File: src/hw/rtl/tile_source_address_resolver_defines.svh
// assertion macros for the tile source address resolver
// no dependencies; included by tile_source_address_resolver.sv, which checks its own logic
`ifndef TILE_SOURCE_ADDRESS_RESOLVER_DEFINES_SVH
`define TILE_SOURCE_ADDRESS_RESOLVER_DEFINES_SVH

`ifndef SYNTHESIS

`define TSAR_ASSERT_IMPLIES(label, clk, rst_n, lhs, rhs) \
  label: assert property (@(posedge clk) disable iff (!(rst_n)) (lhs) |-> (rhs)) \
    else $error("tsar check failed");

`define TSAR_ASSERT_NEXT(label, clk, rst_n, lhs, rhs) \
  label: assert property (@(posedge clk) disable iff (!(rst_n)) (lhs) |=> (rhs)) \
    else $error("tsar check failed");

`else

`define TSAR_ASSERT_IMPLIES(label, clk, rst_n, lhs, rhs)

`define TSAR_ASSERT_NEXT(label, clk, rst_n, lhs, rhs)

`endif

`endif

File: src/hw/rtl/tsar_pkg.sv
// types, constants and register indexes of the tile source address resolver
// no dependencies
`timescale 1ns / 1ps

package tsar_pkg;

  localparam int unsigned SetSlots = 3;
  localparam int unsigned NumSets  = 3;
  localparam int unsigned MapCols  = 1024;
  localparam int unsigned MapRows  = 1024;

  localparam int unsigned IdW    = 16;
  localparam int unsigned CoordW = 10;
  localparam int unsigned SizeW  = 9;
  localparam int unsigned SetW   = 2;
  localparam int unsigned SrcXW  = 16;
  localparam int unsigned SrcYW  = 24;
  localparam int unsigned DstW   = 18;
  localparam int unsigned CfgIdxW  = 3;
  localparam int unsigned CfgDataW = 16;

  localparam int unsigned DivCells = IdW;

  localparam logic [SizeW-1:0] TileSizeRst = 9'd16;
  localparam logic [IdW-1:0]   FirstId0Rst = 16'd1;
  localparam logic [IdW-1:0]   FirstIdNRst = 16'd65535;
  localparam logic [SizeW-1:0] ColumnsRst  = 9'd1;

  typedef enum logic [CfgIdxW-1:0] {
    RegTileSize = 3'd0,
    RegFirstId0 = 3'd1,
    RegColumns0 = 3'd2,
    RegFirstId1 = 3'd3,
    RegColumns1 = 3'd4,
    RegFirstId2 = 3'd5,
    RegColumns2 = 3'd6
  } cfg_reg_e;

  // payload handed from cell to cell along the divider chain
  typedef struct packed {
    logic [SetW-1:0]   set_index;
    logic [CoordW-1:0] col;
    logic [CoordW-1:0] row;
    logic [SizeW-1:0]  divisor;
    logic [SizeW-1:0]  rem;
    logic [IdW-1:0]    work;
  } tsar_tok_t;

endpackage

File: src/hw/rtl/tsar_select.sv
// front stage: tileset selection, map bounds check and local id
// depends on tsar_pkg
`timescale 1ns / 1ps

module tsar_select
  import tsar_pkg::*;
(
  input  logic                             clk_i,
  input  logic                             rst_ni,
  input  logic                             accept_i,
  input  logic [IdW-1:0]                   tile_id_i,
  input  logic [CoordW-1:0]                cell_col_i,
  input  logic [CoordW-1:0]                cell_row_i,
  input  logic [SetSlots-1:0][IdW-1:0]     first_id_i,
  input  logic [SetSlots-1:0][SizeW-1:0]   columns_i,
  output logic                             valid_o,
  output tsar_tok_t                        tok_o
);

  logic            found;
  logic [IdW-1:0]  best;
  logic [SetW-1:0] pick;
  logic [SizeW-1:0] ncols;
  logic            in_map;
  logic            hit;
  logic            valid_q;
  tsar_tok_t       tok_d;
  tsar_tok_t       tok_q;

  always_comb begin
    found = 1'b0;
    best  = '0;
    pick  = '0;
    for (int i = 0; i < NumSets; i++) begin
      if (tile_id_i >= first_id_i[i] && (!found || first_id_i[i] > best)) begin
        found = 1'b1;
        best  = first_id_i[i];
        pick  = SetW'(i);
      end
    end
    in_map = (32'(cell_col_i) < MapCols) && (32'(cell_row_i) < MapRows);
    hit    = accept_i && (tile_id_i != '0) && in_map && found;
    ncols  = columns_i[pick];
    if (ncols == '0) begin
      ncols = SizeW'(1);
    end
    tok_d.set_index = pick;
    tok_d.col       = cell_col_i;
    tok_d.row       = cell_row_i;
    tok_d.divisor   = ncols;
    tok_d.rem       = '0;
    tok_d.work      = tile_id_i - best;
  end

  always_ff @(posedge clk_i or negedge rst_ni) begin
    if (!rst_ni) begin
      valid_q <= 1'b0;
    end else begin
      valid_q <= hit;
    end
  end

  always_ff @(posedge clk_i) begin
    if (hit) begin
      tok_q <= tok_d;
    end
  end

  assign valid_o = valid_q;
  assign tok_o   = tok_q;

endmodule

File: src/hw/rtl/tsar_div_cell.sv
// one restoring division cell: settles one quotient bit and passes the token on
// depends on tsar_pkg
`timescale 1ns / 1ps

module tsar_div_cell
  import tsar_pkg::*;
(
  input  logic      clk_i,
  input  logic      rst_ni,
  input  logic      valid_i,
  input  tsar_tok_t tok_i,
  output logic      valid_o,
  output tsar_tok_t tok_o
);

  logic [SizeW:0]   trial;
  logic [SizeW:0]   diff;
  logic             ge;
  logic             valid_q;
  tsar_tok_t        tok_d;
  tsar_tok_t        tok_q;

  always_comb begin
    trial = {tok_i.rem, tok_i.work[IdW-1]};
    diff  = trial - {1'b0, tok_i.divisor};
    ge    = (trial >= {1'b0, tok_i.divisor});
    tok_d = tok_i;
    tok_d.rem  = ge ? diff[SizeW-1:0] : trial[SizeW-1:0];
    tok_d.work = {tok_i.work[IdW-2:0], ge};
  end

  always_ff @(posedge clk_i or negedge rst_ni) begin
    if (!rst_ni) begin
      valid_q <= 1'b0;
    end else begin
      valid_q <= valid_i;
    end
  end

  always_ff @(posedge clk_i) begin
    if (valid_i) begin
      tok_q <= tok_d;
    end
  end

  assign valid_o = valid_q;
  assign tok_o   = tok_q;

endmodule

File: src/hw/rtl/tsar_scale.sv
// output stage: scales remainder, quotient and cell position by the tile size
// depends on tsar_pkg
`timescale 1ns / 1ps

module tsar_scale
  import tsar_pkg::*;
(
  input  logic              clk_i,
  input  logic              rst_ni,
  input  logic              valid_i,
  input  tsar_tok_t         tok_i,
  input  logic [SizeW-1:0]  tile_size_i,
  output logic              done_o,
  output logic [SetW-1:0]   set_index_o,
  output logic [SrcXW-1:0]  src_x_o,
  output logic [SrcYW-1:0]  src_y_o,
  output logic [DstW-1:0]   dst_x_o,
  output logic [DstW-1:0]   dst_y_o
);

  logic [2*SizeW-1:0]      src_x_full;
  logic [IdW+SizeW-1:0]    src_y_full;
  logic [CoordW+SizeW-1:0] dst_x_full;
  logic [CoordW+SizeW-1:0] dst_y_full;
  logic                    done_q;
  logic [SetW-1:0]         set_index_q;
  logic [SrcXW-1:0]        src_x_q;
  logic [SrcYW-1:0]        src_y_q;
  logic [DstW-1:0]         dst_x_q;
  logic [DstW-1:0]         dst_y_q;

  assign src_x_full = tok_i.rem * tile_size_i;
  assign src_y_full = tok_i.work * (IdW+SizeW)'(tile_size_i);
  assign dst_x_full = tok_i.col * (CoordW+SizeW)'(tile_size_i);
  assign dst_y_full = tok_i.row * (CoordW+SizeW)'(tile_size_i);

  always_ff @(posedge clk_i or negedge rst_ni) begin
    if (!rst_ni) begin
      done_q <= 1'b0;
    end else begin
      done_q <= valid_i;
    end
  end

  always_ff @(posedge clk_i) begin
    if (valid_i) begin
      set_index_q <= tok_i.set_index;
      src_x_q     <= src_x_full[SrcXW-1:0];
      src_y_q     <= src_y_full[SrcYW-1:0];
      dst_x_q     <= dst_x_full[DstW-1:0];
      dst_y_q     <= dst_y_full[DstW-1:0];
    end
  end

  assign done_o      = done_q;
  assign set_index_o = set_index_q;
  assign src_x_o     = src_x_q;
  assign src_y_o     = src_y_q;
  assign dst_x_o     = dst_x_q;
  assign dst_y_o     = dst_y_q;

endmodule

File: src/hw/rtl/tile_source_address_resolver.sv
// tile source address resolver: maps a global tile id and map cell to tileset
// and pixel positions; depends on tsar_pkg, tsar_select, tsar_div_cell, tsar_scale
// and tile_source_address_resolver_defines.svh
//
// usage
//   input: one map cell per transaction, taken at a clock edge with start_i high
//   and busy_o low; busy_o stays low, so a cell may be offered every cycle
//   output: a result is shown for exactly one cycle with done_o high; empty
//   cells, cells outside the map and ids below every first id give no result
//   pipeline: one select stage, a chain of 16 division cells and one multiply
//   stage, each registered, lie between the accepting edge and the strobe
//   throughput: one cell per cycle, set by the division chain, which settles one
//   quotient bit per cell and moves every token on each cycle
//   config: cfg_we_i writes register cfg_idx_i from cfg_wdata_i at a clock edge;
//   write only while no transaction is in flight
//   reset: registers return to their defaults and the pipeline empties at once
//   the receiver cannot stall; results are never held back
`timescale 1ns / 1ps
`include "tile_source_address_resolver_defines.svh"

module tile_source_address_resolver
  import tsar_pkg::*;
(
  input  logic                clk_i,
  input  logic                rst_ni,
  input  logic                start_i,
  output logic                busy_o,
  input  logic [IdW-1:0]      tile_id_i,
  input  logic [CoordW-1:0]   cell_col_i,
  input  logic [CoordW-1:0]   cell_row_i,
  input  logic                cfg_we_i,
  input  logic [CfgIdxW-1:0]  cfg_idx_i,
  input  logic [CfgDataW-1:0] cfg_wdata_i,
  output logic                done_o,
  output logic [SetW-1:0]     set_index_o,
  output logic [SrcXW-1:0]    src_x_o,
  output logic [SrcYW-1:0]    src_y_o,
  output logic [DstW-1:0]     dst_x_o,
  output logic [DstW-1:0]     dst_y_o
);

  logic                           accept;
  logic [SizeW-1:0]               tile_size_q;
  logic [SetSlots-1:0][IdW-1:0]   first_id_q;
  logic [SetSlots-1:0][SizeW-1:0] columns_q;
  logic [DivCells:0]              chain_valid;
  tsar_tok_t                      chain_tok [DivCells+1];

  assign busy_o = 1'b0;
  assign accept = start_i && !busy_o;

  // configuration registers
  always_ff @(posedge clk_i or negedge rst_ni) begin
    if (!rst_ni) begin
      tile_size_q   <= TileSizeRst;
      first_id_q[0] <= FirstId0Rst;
      first_id_q[1] <= FirstIdNRst;
      first_id_q[2] <= FirstIdNRst;
      columns_q[0]  <= ColumnsRst;
      columns_q[1]  <= ColumnsRst;
      columns_q[2]  <= ColumnsRst;
    end else if (cfg_we_i) begin
      unique case (cfg_reg_e'(cfg_idx_i))
        RegTileSize: tile_size_q   <= cfg_wdata_i[SizeW-1:0];
        RegFirstId0: first_id_q[0] <= cfg_wdata_i[IdW-1:0];
        RegColumns0: columns_q[0]  <= cfg_wdata_i[SizeW-1:0];
        RegFirstId1: first_id_q[1] <= cfg_wdata_i[IdW-1:0];
        RegColumns1: columns_q[1]  <= cfg_wdata_i[SizeW-1:0];
        RegFirstId2: first_id_q[2] <= cfg_wdata_i[IdW-1:0];
        RegColumns2: columns_q[2]  <= cfg_wdata_i[SizeW-1:0];
        default: ;
      endcase
    end
  end

  tsar_select u_select (
    .clk_i      (clk_i),
    .rst_ni     (rst_ni),
    .accept_i   (accept),
    .tile_id_i  (tile_id_i),
    .cell_col_i (cell_col_i),
    .cell_row_i (cell_row_i),
    .first_id_i (first_id_q),
    .columns_i  (columns_q),
    .valid_o    (chain_valid[0]),
    .tok_o      (chain_tok[0])
  );

  for (genvar g = 0; g < DivCells; g++) begin : g_cell
    tsar_div_cell u_cell (
      .clk_i   (clk_i),
      .rst_ni  (rst_ni),
      .valid_i (chain_valid[g]),
      .tok_i   (chain_tok[g]),
      .valid_o (chain_valid[g+1]),
      .tok_o   (chain_tok[g+1])
    );
  end

  tsar_scale u_scale (
    .clk_i       (clk_i),
    .rst_ni      (rst_ni),
    .valid_i     (chain_valid[DivCells]),
    .tok_i       (chain_tok[DivCells]),
    .tile_size_i (tile_size_q),
    .done_o      (done_o),
    .set_index_o (set_index_o),
    .src_x_o     (src_x_o),
    .src_y_o     (src_y_o),
    .dst_x_o     (dst_x_o),
    .dst_y_o     (dst_y_o)
  );

  // empty cells never enter the chain
  `TSAR_ASSERT_NEXT(a_empty_dropped, clk_i, rst_ni, accept && (tile_id_i == '0), !chain_valid[0])
  // the chain leaves a remainder below the column count
  `TSAR_ASSERT_IMPLIES(a_rem_below_div, clk_i, rst_ni, chain_valid[DivCells], chain_tok[DivCells].rem < chain_tok[DivCells].divisor)
  // a token leaving the chain shows as a result in the next cycle
  `TSAR_ASSERT_NEXT(a_chain_to_done, clk_i, rst_ni, chain_valid[DivCells], done_o)
  // the chosen tileset is always one that exists
  `TSAR_ASSERT_IMPLIES(a_set_in_range, clk_i, rst_ni, chain_valid[0], 32'(chain_tok[0].set_index) < NumSets)

endmodule

File: config.mk
export PLATFORM = sky130hd
export DESIGN_NAME = tile_source_address_resolver
export DESIGN_NICKNAME = d
export VERILOG_FILES = /design/src/hw/rtl/tsar_pkg.sv /design/src/hw/rtl/tsar_select.sv /design/src/hw/rtl/tsar_div_cell.sv /design/src/hw/rtl/tsar_scale.sv /design/src/hw/rtl/tile_source_address_resolver.sv
export VERILOG_INCLUDE_DIRS = /design/src /design/src/hw/rtl
export SDC_FILE = /design/constraint.sdc
export NUM_CORES = 2
export LEC_CHECK = 0
export BUFFER_PORTS_ARGS = -buffer_cell sky130_fd_sc_hd__buf_4
export CELL_PAD_IN_SITES_DETAIL_PLACEMENT = 1
export CELL_PAD_IN_SITES_GLOBAL_PLACEMENT = 1
export CORE_MARGIN = 1.5
export CORE_UTILIZATION = 28
export CTS_CLUSTER_DIAMETER = 30
export DETAILED_ROUTE_END_ITERATION = 7
export PLACE_DENSITY = 0.49
export SLEW_MARGIN = 5
export SYNTH_ARGS = -nofsm -noshare
export SYNTH_HDL_FRONTEND = slang
export SYNTH_SLANG_ARGS = --single-unit
export TNS_END_PERCENT = 20
File: constraint.sdc
create_clock -name clk_i -period 14.4 [get_ports clk_i]
set_clock_uncertainty 0.15 [all_clocks]
set_input_delay 1.44 -clock clk_i [delete_from_list [all_inputs] [get_ports clk_i]]
set_output_delay 1.44 -clock clk_i [all_outputs]
set_load 0.02 [all_outputs]
# After elaboration in Yosys (flattened, before gate mapping)
# Index checks and enable logic that the tools add are counted.
# word_totals
ff_bits	1114
out_inout_bits	80
elab_cells	224
# op_classes
addsub	17
mul	4
order_cmp	22
n_eq_ne	6
n_mux	26
reduce_logical	18
# ops
op	n
$ge A10 B9 Y1	15
$mux W9	16
$sub A9 B9 Y9	15
$ge A16 B16 Y1	3
$mux W16	3
$mul A10 B9 Y18	2
$gt A16 B16 Y1	2
$mul A16 B9 Y24	1
$bmux W9 S2	1
$mul A9 B9 Y16	1
$reduce_bool A16 Y1	1
$sub A16 B16 Y16	1
$reduce_and A2 Y1	7
$eq A3 B3 Y1 const B	3
$ge A1 B9 Y1	1
$logic_not A9 Y1	1
$sub A1 B9 Y9	1
$eq A3 B2 Y1 const B	2
$mux W1	5
$logic_and A1 B1 Y1	4
$eq A3 B1 Y1 const B	1
$logic_not A3 Y1	1
$lt A2 B3 Y1 const B	1
$logic_not A1 Y1	2
2 further kinds	3

# Logic depth before layout (Yosys ltp)
# logic_depth
word_depth	13
ltp_mapped	39
mapped_depth_nobuf	36

# Hierarchy
# Synthesis repeated with hierarchy kept, for this count alone.
# unflattened
hier_cells	4569
area_unflattened_um2	60895.9
# modules_own_cells
mod	instances	cells_per_inst	area_each_um2	seq_area_each_um2
tsar_div_cell (g_cell[0].u_cell ...)	15	143	2379.8	1706.6
tsar_scale	1	1588	14765.4	2367.3
tsar_select	1	506	4775.8	1436.4
tile_source_address_resolver	1	187	3276.9	2148.3
tsar_div_cell (g_cell[9].u_cell)	1	143	2381.0	1706.6

# Worst setup path before layout
# OpenSTA, ideal clock, no wires.
# synth_timing
path_type	input to register
startpoint	input port tile_id_i[0]
endpoint	register u_select.tok_q, in the netlist u_select.tok_o[14], data pin
setup_time_ns	0.195
arrival_ns	8.234
t_required_ns	14.055
slack_ns	5.821
cell_stages	38
n_path_buf	4
path_cell_list	inv_1 -> ha_1 -> nor3b_1 -> o21ai_0 -> a21oi_1 -> o22ai_1 -> clkbuf_1 -> clkbuf_1 -> nand2_1 -> ha_1 -> nand3_1 -> or4_4 -> nor2_4 -> a21oi_2 -> o31ai_4 -> buf_6 -> nor2_1 -> a31oi_2 -> (+2 left out) -> a21o_1 -> a21oi_1 -> o21ai_0 -> o21ai_0 -> a21oi_4 -> buf_2 -> a21oi_1 -> ha_1 -> inv_1 -> fa_1 -> a21o_1 -> a21oi_1 -> o21bai_1 -> a21oi_1 -> o21ai_0 -> nand2_1 -> a21oi_1 -> o311ai_0
# synth_rtl
element	line_no	rtl
from (decl)	tile_source_address_resolver.sv:28	input logic [IdW-1:0] tile_id_i,
to (signal assigned)	tsar_select.sv:65	tok_q <= tok_d;
to (decl)	tsar_select.sv:28	tsar_tok_t tok_q;

==> run metrics <==
status completed; Slew @ Worst Pin 1.35 ns; CP max-delay cell a21oi_4; post_cts resized 0; Crit. Startpoint tile_id_i[0]; Period minus WS final 10.15 ns; count of final hold-check violations 0; hold_sp g_cell[1].u_cell.tok_o[44]$_DFFE_PP_; Die Area roughly 0.2 sq mm; Avg Inst Size Synth roughly 13 sq um; CTS Buf Count just under 300; Synth top area share 0.534; total grt overflow 0; Routed Antenna Nets 0; max_slew headroom 0.0974; DP Area 0.0612 sq mm; core area slightly above 0.2 sq mm; H-Tree Depth 5; setup_tns 0 ns; Worst Path Buf+Inv 5; # nets final around 5.4k; Seq cells post-synth 1114; DRT Wirelength approximately 130000 um; Critical Path Source Type input port; yosys warns 0; final number of setup-violating endpoints 0; unrepaired setup endpoints after global routing no; RR Startpoint first_id_q[9]$_DFFE_PN0P_; Initial DRC Count roughly 1.2k; Hold Path Class flip-flop to flip-flop; clock slew at reported path FFs 0.04 ns; worst hold slack between 0.2 and 0.25 ns; vias per cell 4.36; CTS tree yes; number of synthesized flops with an enable pin roughly 1k; Net Count, Synth approximately 5.0k; Layout area overhead 23.8%; clock root buffer clkbuf_16; Commonest cells post-synth edfxtp_1, inv_1, nand2_1, ha_1, fa_1; Clk Latency, worst-skew pair 0.87 ns; max cap viols 0; pin count of the biggest net entering global routing 70; via count approximately 33k; CP max stage delay approximately 0.94 ns; # clock sinks roughly 1.1k; Starting Density 0.282; Setup Crit Path Kind input port to flip-flop; Fmax achieved 98.5 MHz; count leader, synth edfxtp_1; Die Y-Extent between 400 and 500 um; Rows between 150 and 200; CTS hold repair buffers 0; Crit path top cell by count a21oi_1; WP data required between 10 and 15 ns; Synth cell types 69; first-pass iteration count of the detailed router 5; Synth area leaders edfxtp_1, fa_1, ha_1; CP Max Fanout 37; top_reg_cell synth edfxtp_1; Bufs on Longest Clock Path 4; cell accounting for the most synthesized area edfxtp_1; cells after synthesis about 4.3k; Placed Cells between 7k and 8k; Final Max Slew Viols 0; register area share after synthesis 0.580; non-filler cells, final between 7k and 8k; Routed wire per std cell roughly 17 um; share of cells above drive strength 1 0.161; RePlAce Congestion a little over 0.8; CP delay by family, top compound AO/OA/AOI/OAI gates; port bufs between 100 and 150; post-synthesis cell area about 0.057 sq mm; Total GRT Usage 0.129; chip width 454 um; Final period util 0.705; Worst EP arrival roughly 11 ns; post-route cell area between 0.07 and 0.08 sq mm; initial antenna violation count 2; DRC viols 0; DP HPWL approximately 95000 um; CP Capture Type flip-flop; postcts setup bufs 0; first-pass GRT wire length 207000 um; Async S/R FF share, synth 0.0916; # IOs approximately 140; vias in the first global route around 37k
worst paths after layout:
kind / slack [ns] / cells after the start / end
worst max-delay path: 4.25 / 37 / u_select.tok_o[14]$_DFFE_PP_
worst min-delay path: 0.23 / 0 / g_cell[2].u_cell.tok_o[44]$_DFFE_PP_
worst max register to register: 4.55 / 36 / u_select.tok_o[14]$_DFFE_PP_
min in group asynchronous: 0.49 / 1 / tile_size_q[1]$_DFFE_PN0P_
worst min register to register: 0.23 / 0 / g_cell[2].u_cell.tok_o[44]$_DFFE_PP_
max in group asynchronous: 12.33 / 2 / g_cell[15].u_cell.valid_o$_DFF_PN0_
area by class of cell:
class	count	area [sq um]
inverters	599	2250
flip-flops and latches	1114	33000
multi-input cells	2487	21200
fillers	21300	132000
well taps	2672	3340
repair buffers	177	1330
clock buffers	358	7730
clock inverters	152	1560
diodes	3	7.51
per-stage QoR:
step           setup slack (ns)  utilization
5_1_grt                    3.47        0.349
2_1_floorplan              5.82            -
3_3_place_gp               3.39        0.303
6_report                   4.25        0.349
3_5_place_dp               3.29        0.303
4_1_cts                    4.16        0.349
metal layers:
layer / part of all wire / routed length [um] / global-route usage / vias to the layer above
li1: - / - / - / 15700
met1: 0.43 / 55300 / 0.151 / 16400
met4: 0.041 / 5290 / 0.0588 / 0
met2: 0.50 / 64700 / 0.225 / 461
met5: 0 / 0 / 0 / -
met3: 0.034 / 4400 / 0.0276 / 313
cell usage in the layout (no fill, tap or decap), types with 15 or more instances in the layout:
master         n
clkbuf_16    299
o31ai_1       37
nand4_1       46
and2_1       177
o21a_1        15
bufinv_16     29
dfrtp_2       18
clkinv_2      42
buf_4        177
clkbuf_1      56
a21o_1        30
edfxtp_1    1012
nor3b_1       17
ha_1         380
dfstp_2       37
nand2b_1      34
nor2b_1       66
mux2_2        99
nor2_1       170
inv_1        599
xnor2_1      100
clkinv_1      47
fa_1         275
dfrtp_1       46
a21boi_0      38
nand2_1      383
a21oi_1      198
a211oi_1      21
nor3_1        50
nand3_1       28
xor2_1        29
clkinvlp_4    16
o21ai_0      113
registers in the layout, summed over array words and instances (netlist names):
| signal | count |
|---|---|
| columns_q | 27 |
| u_scale.src_y_o | 24 |
| u_scale.done_o | 1 |
| tile_size_q | 9 |
| u_scale.dst_x_o | 18 |
| u_scale.src_x_o | 16 |
| u_select.tok_o | 47 |
| g_cell.u_cell.tok_o | 887 |
| u_select.valid_o | 1 |
| u_scale.set_index_o | 2 |
| g_cell.u_cell.valid_o | 16 |
| u_scale.dst_y_o | 18 |
| first_id_q | 48 |
cells by family (layout without fill, tap and decap cells):
logic type | Yosys count | count (layout) | share of synthesized area
flops | 1114 | 1114 | 0.580
simple gates | 1043 | 1043 | 0.0896
buf+inv | 712 | 1286 | 0.0478
fa+ha+maj | 655 | 655 | 0.180
compound gates | 547 | 547 | 0.0606
xor+xnor | 130 | 130 | 0.0202
mux | 111 | 111 | 0.0217
other cells | 1 | 4 | 0.0000659
Power is left out: the tool's default activity adds up to more than one toggle a clock period on the data nets, which glitch-free logic cannot reach.
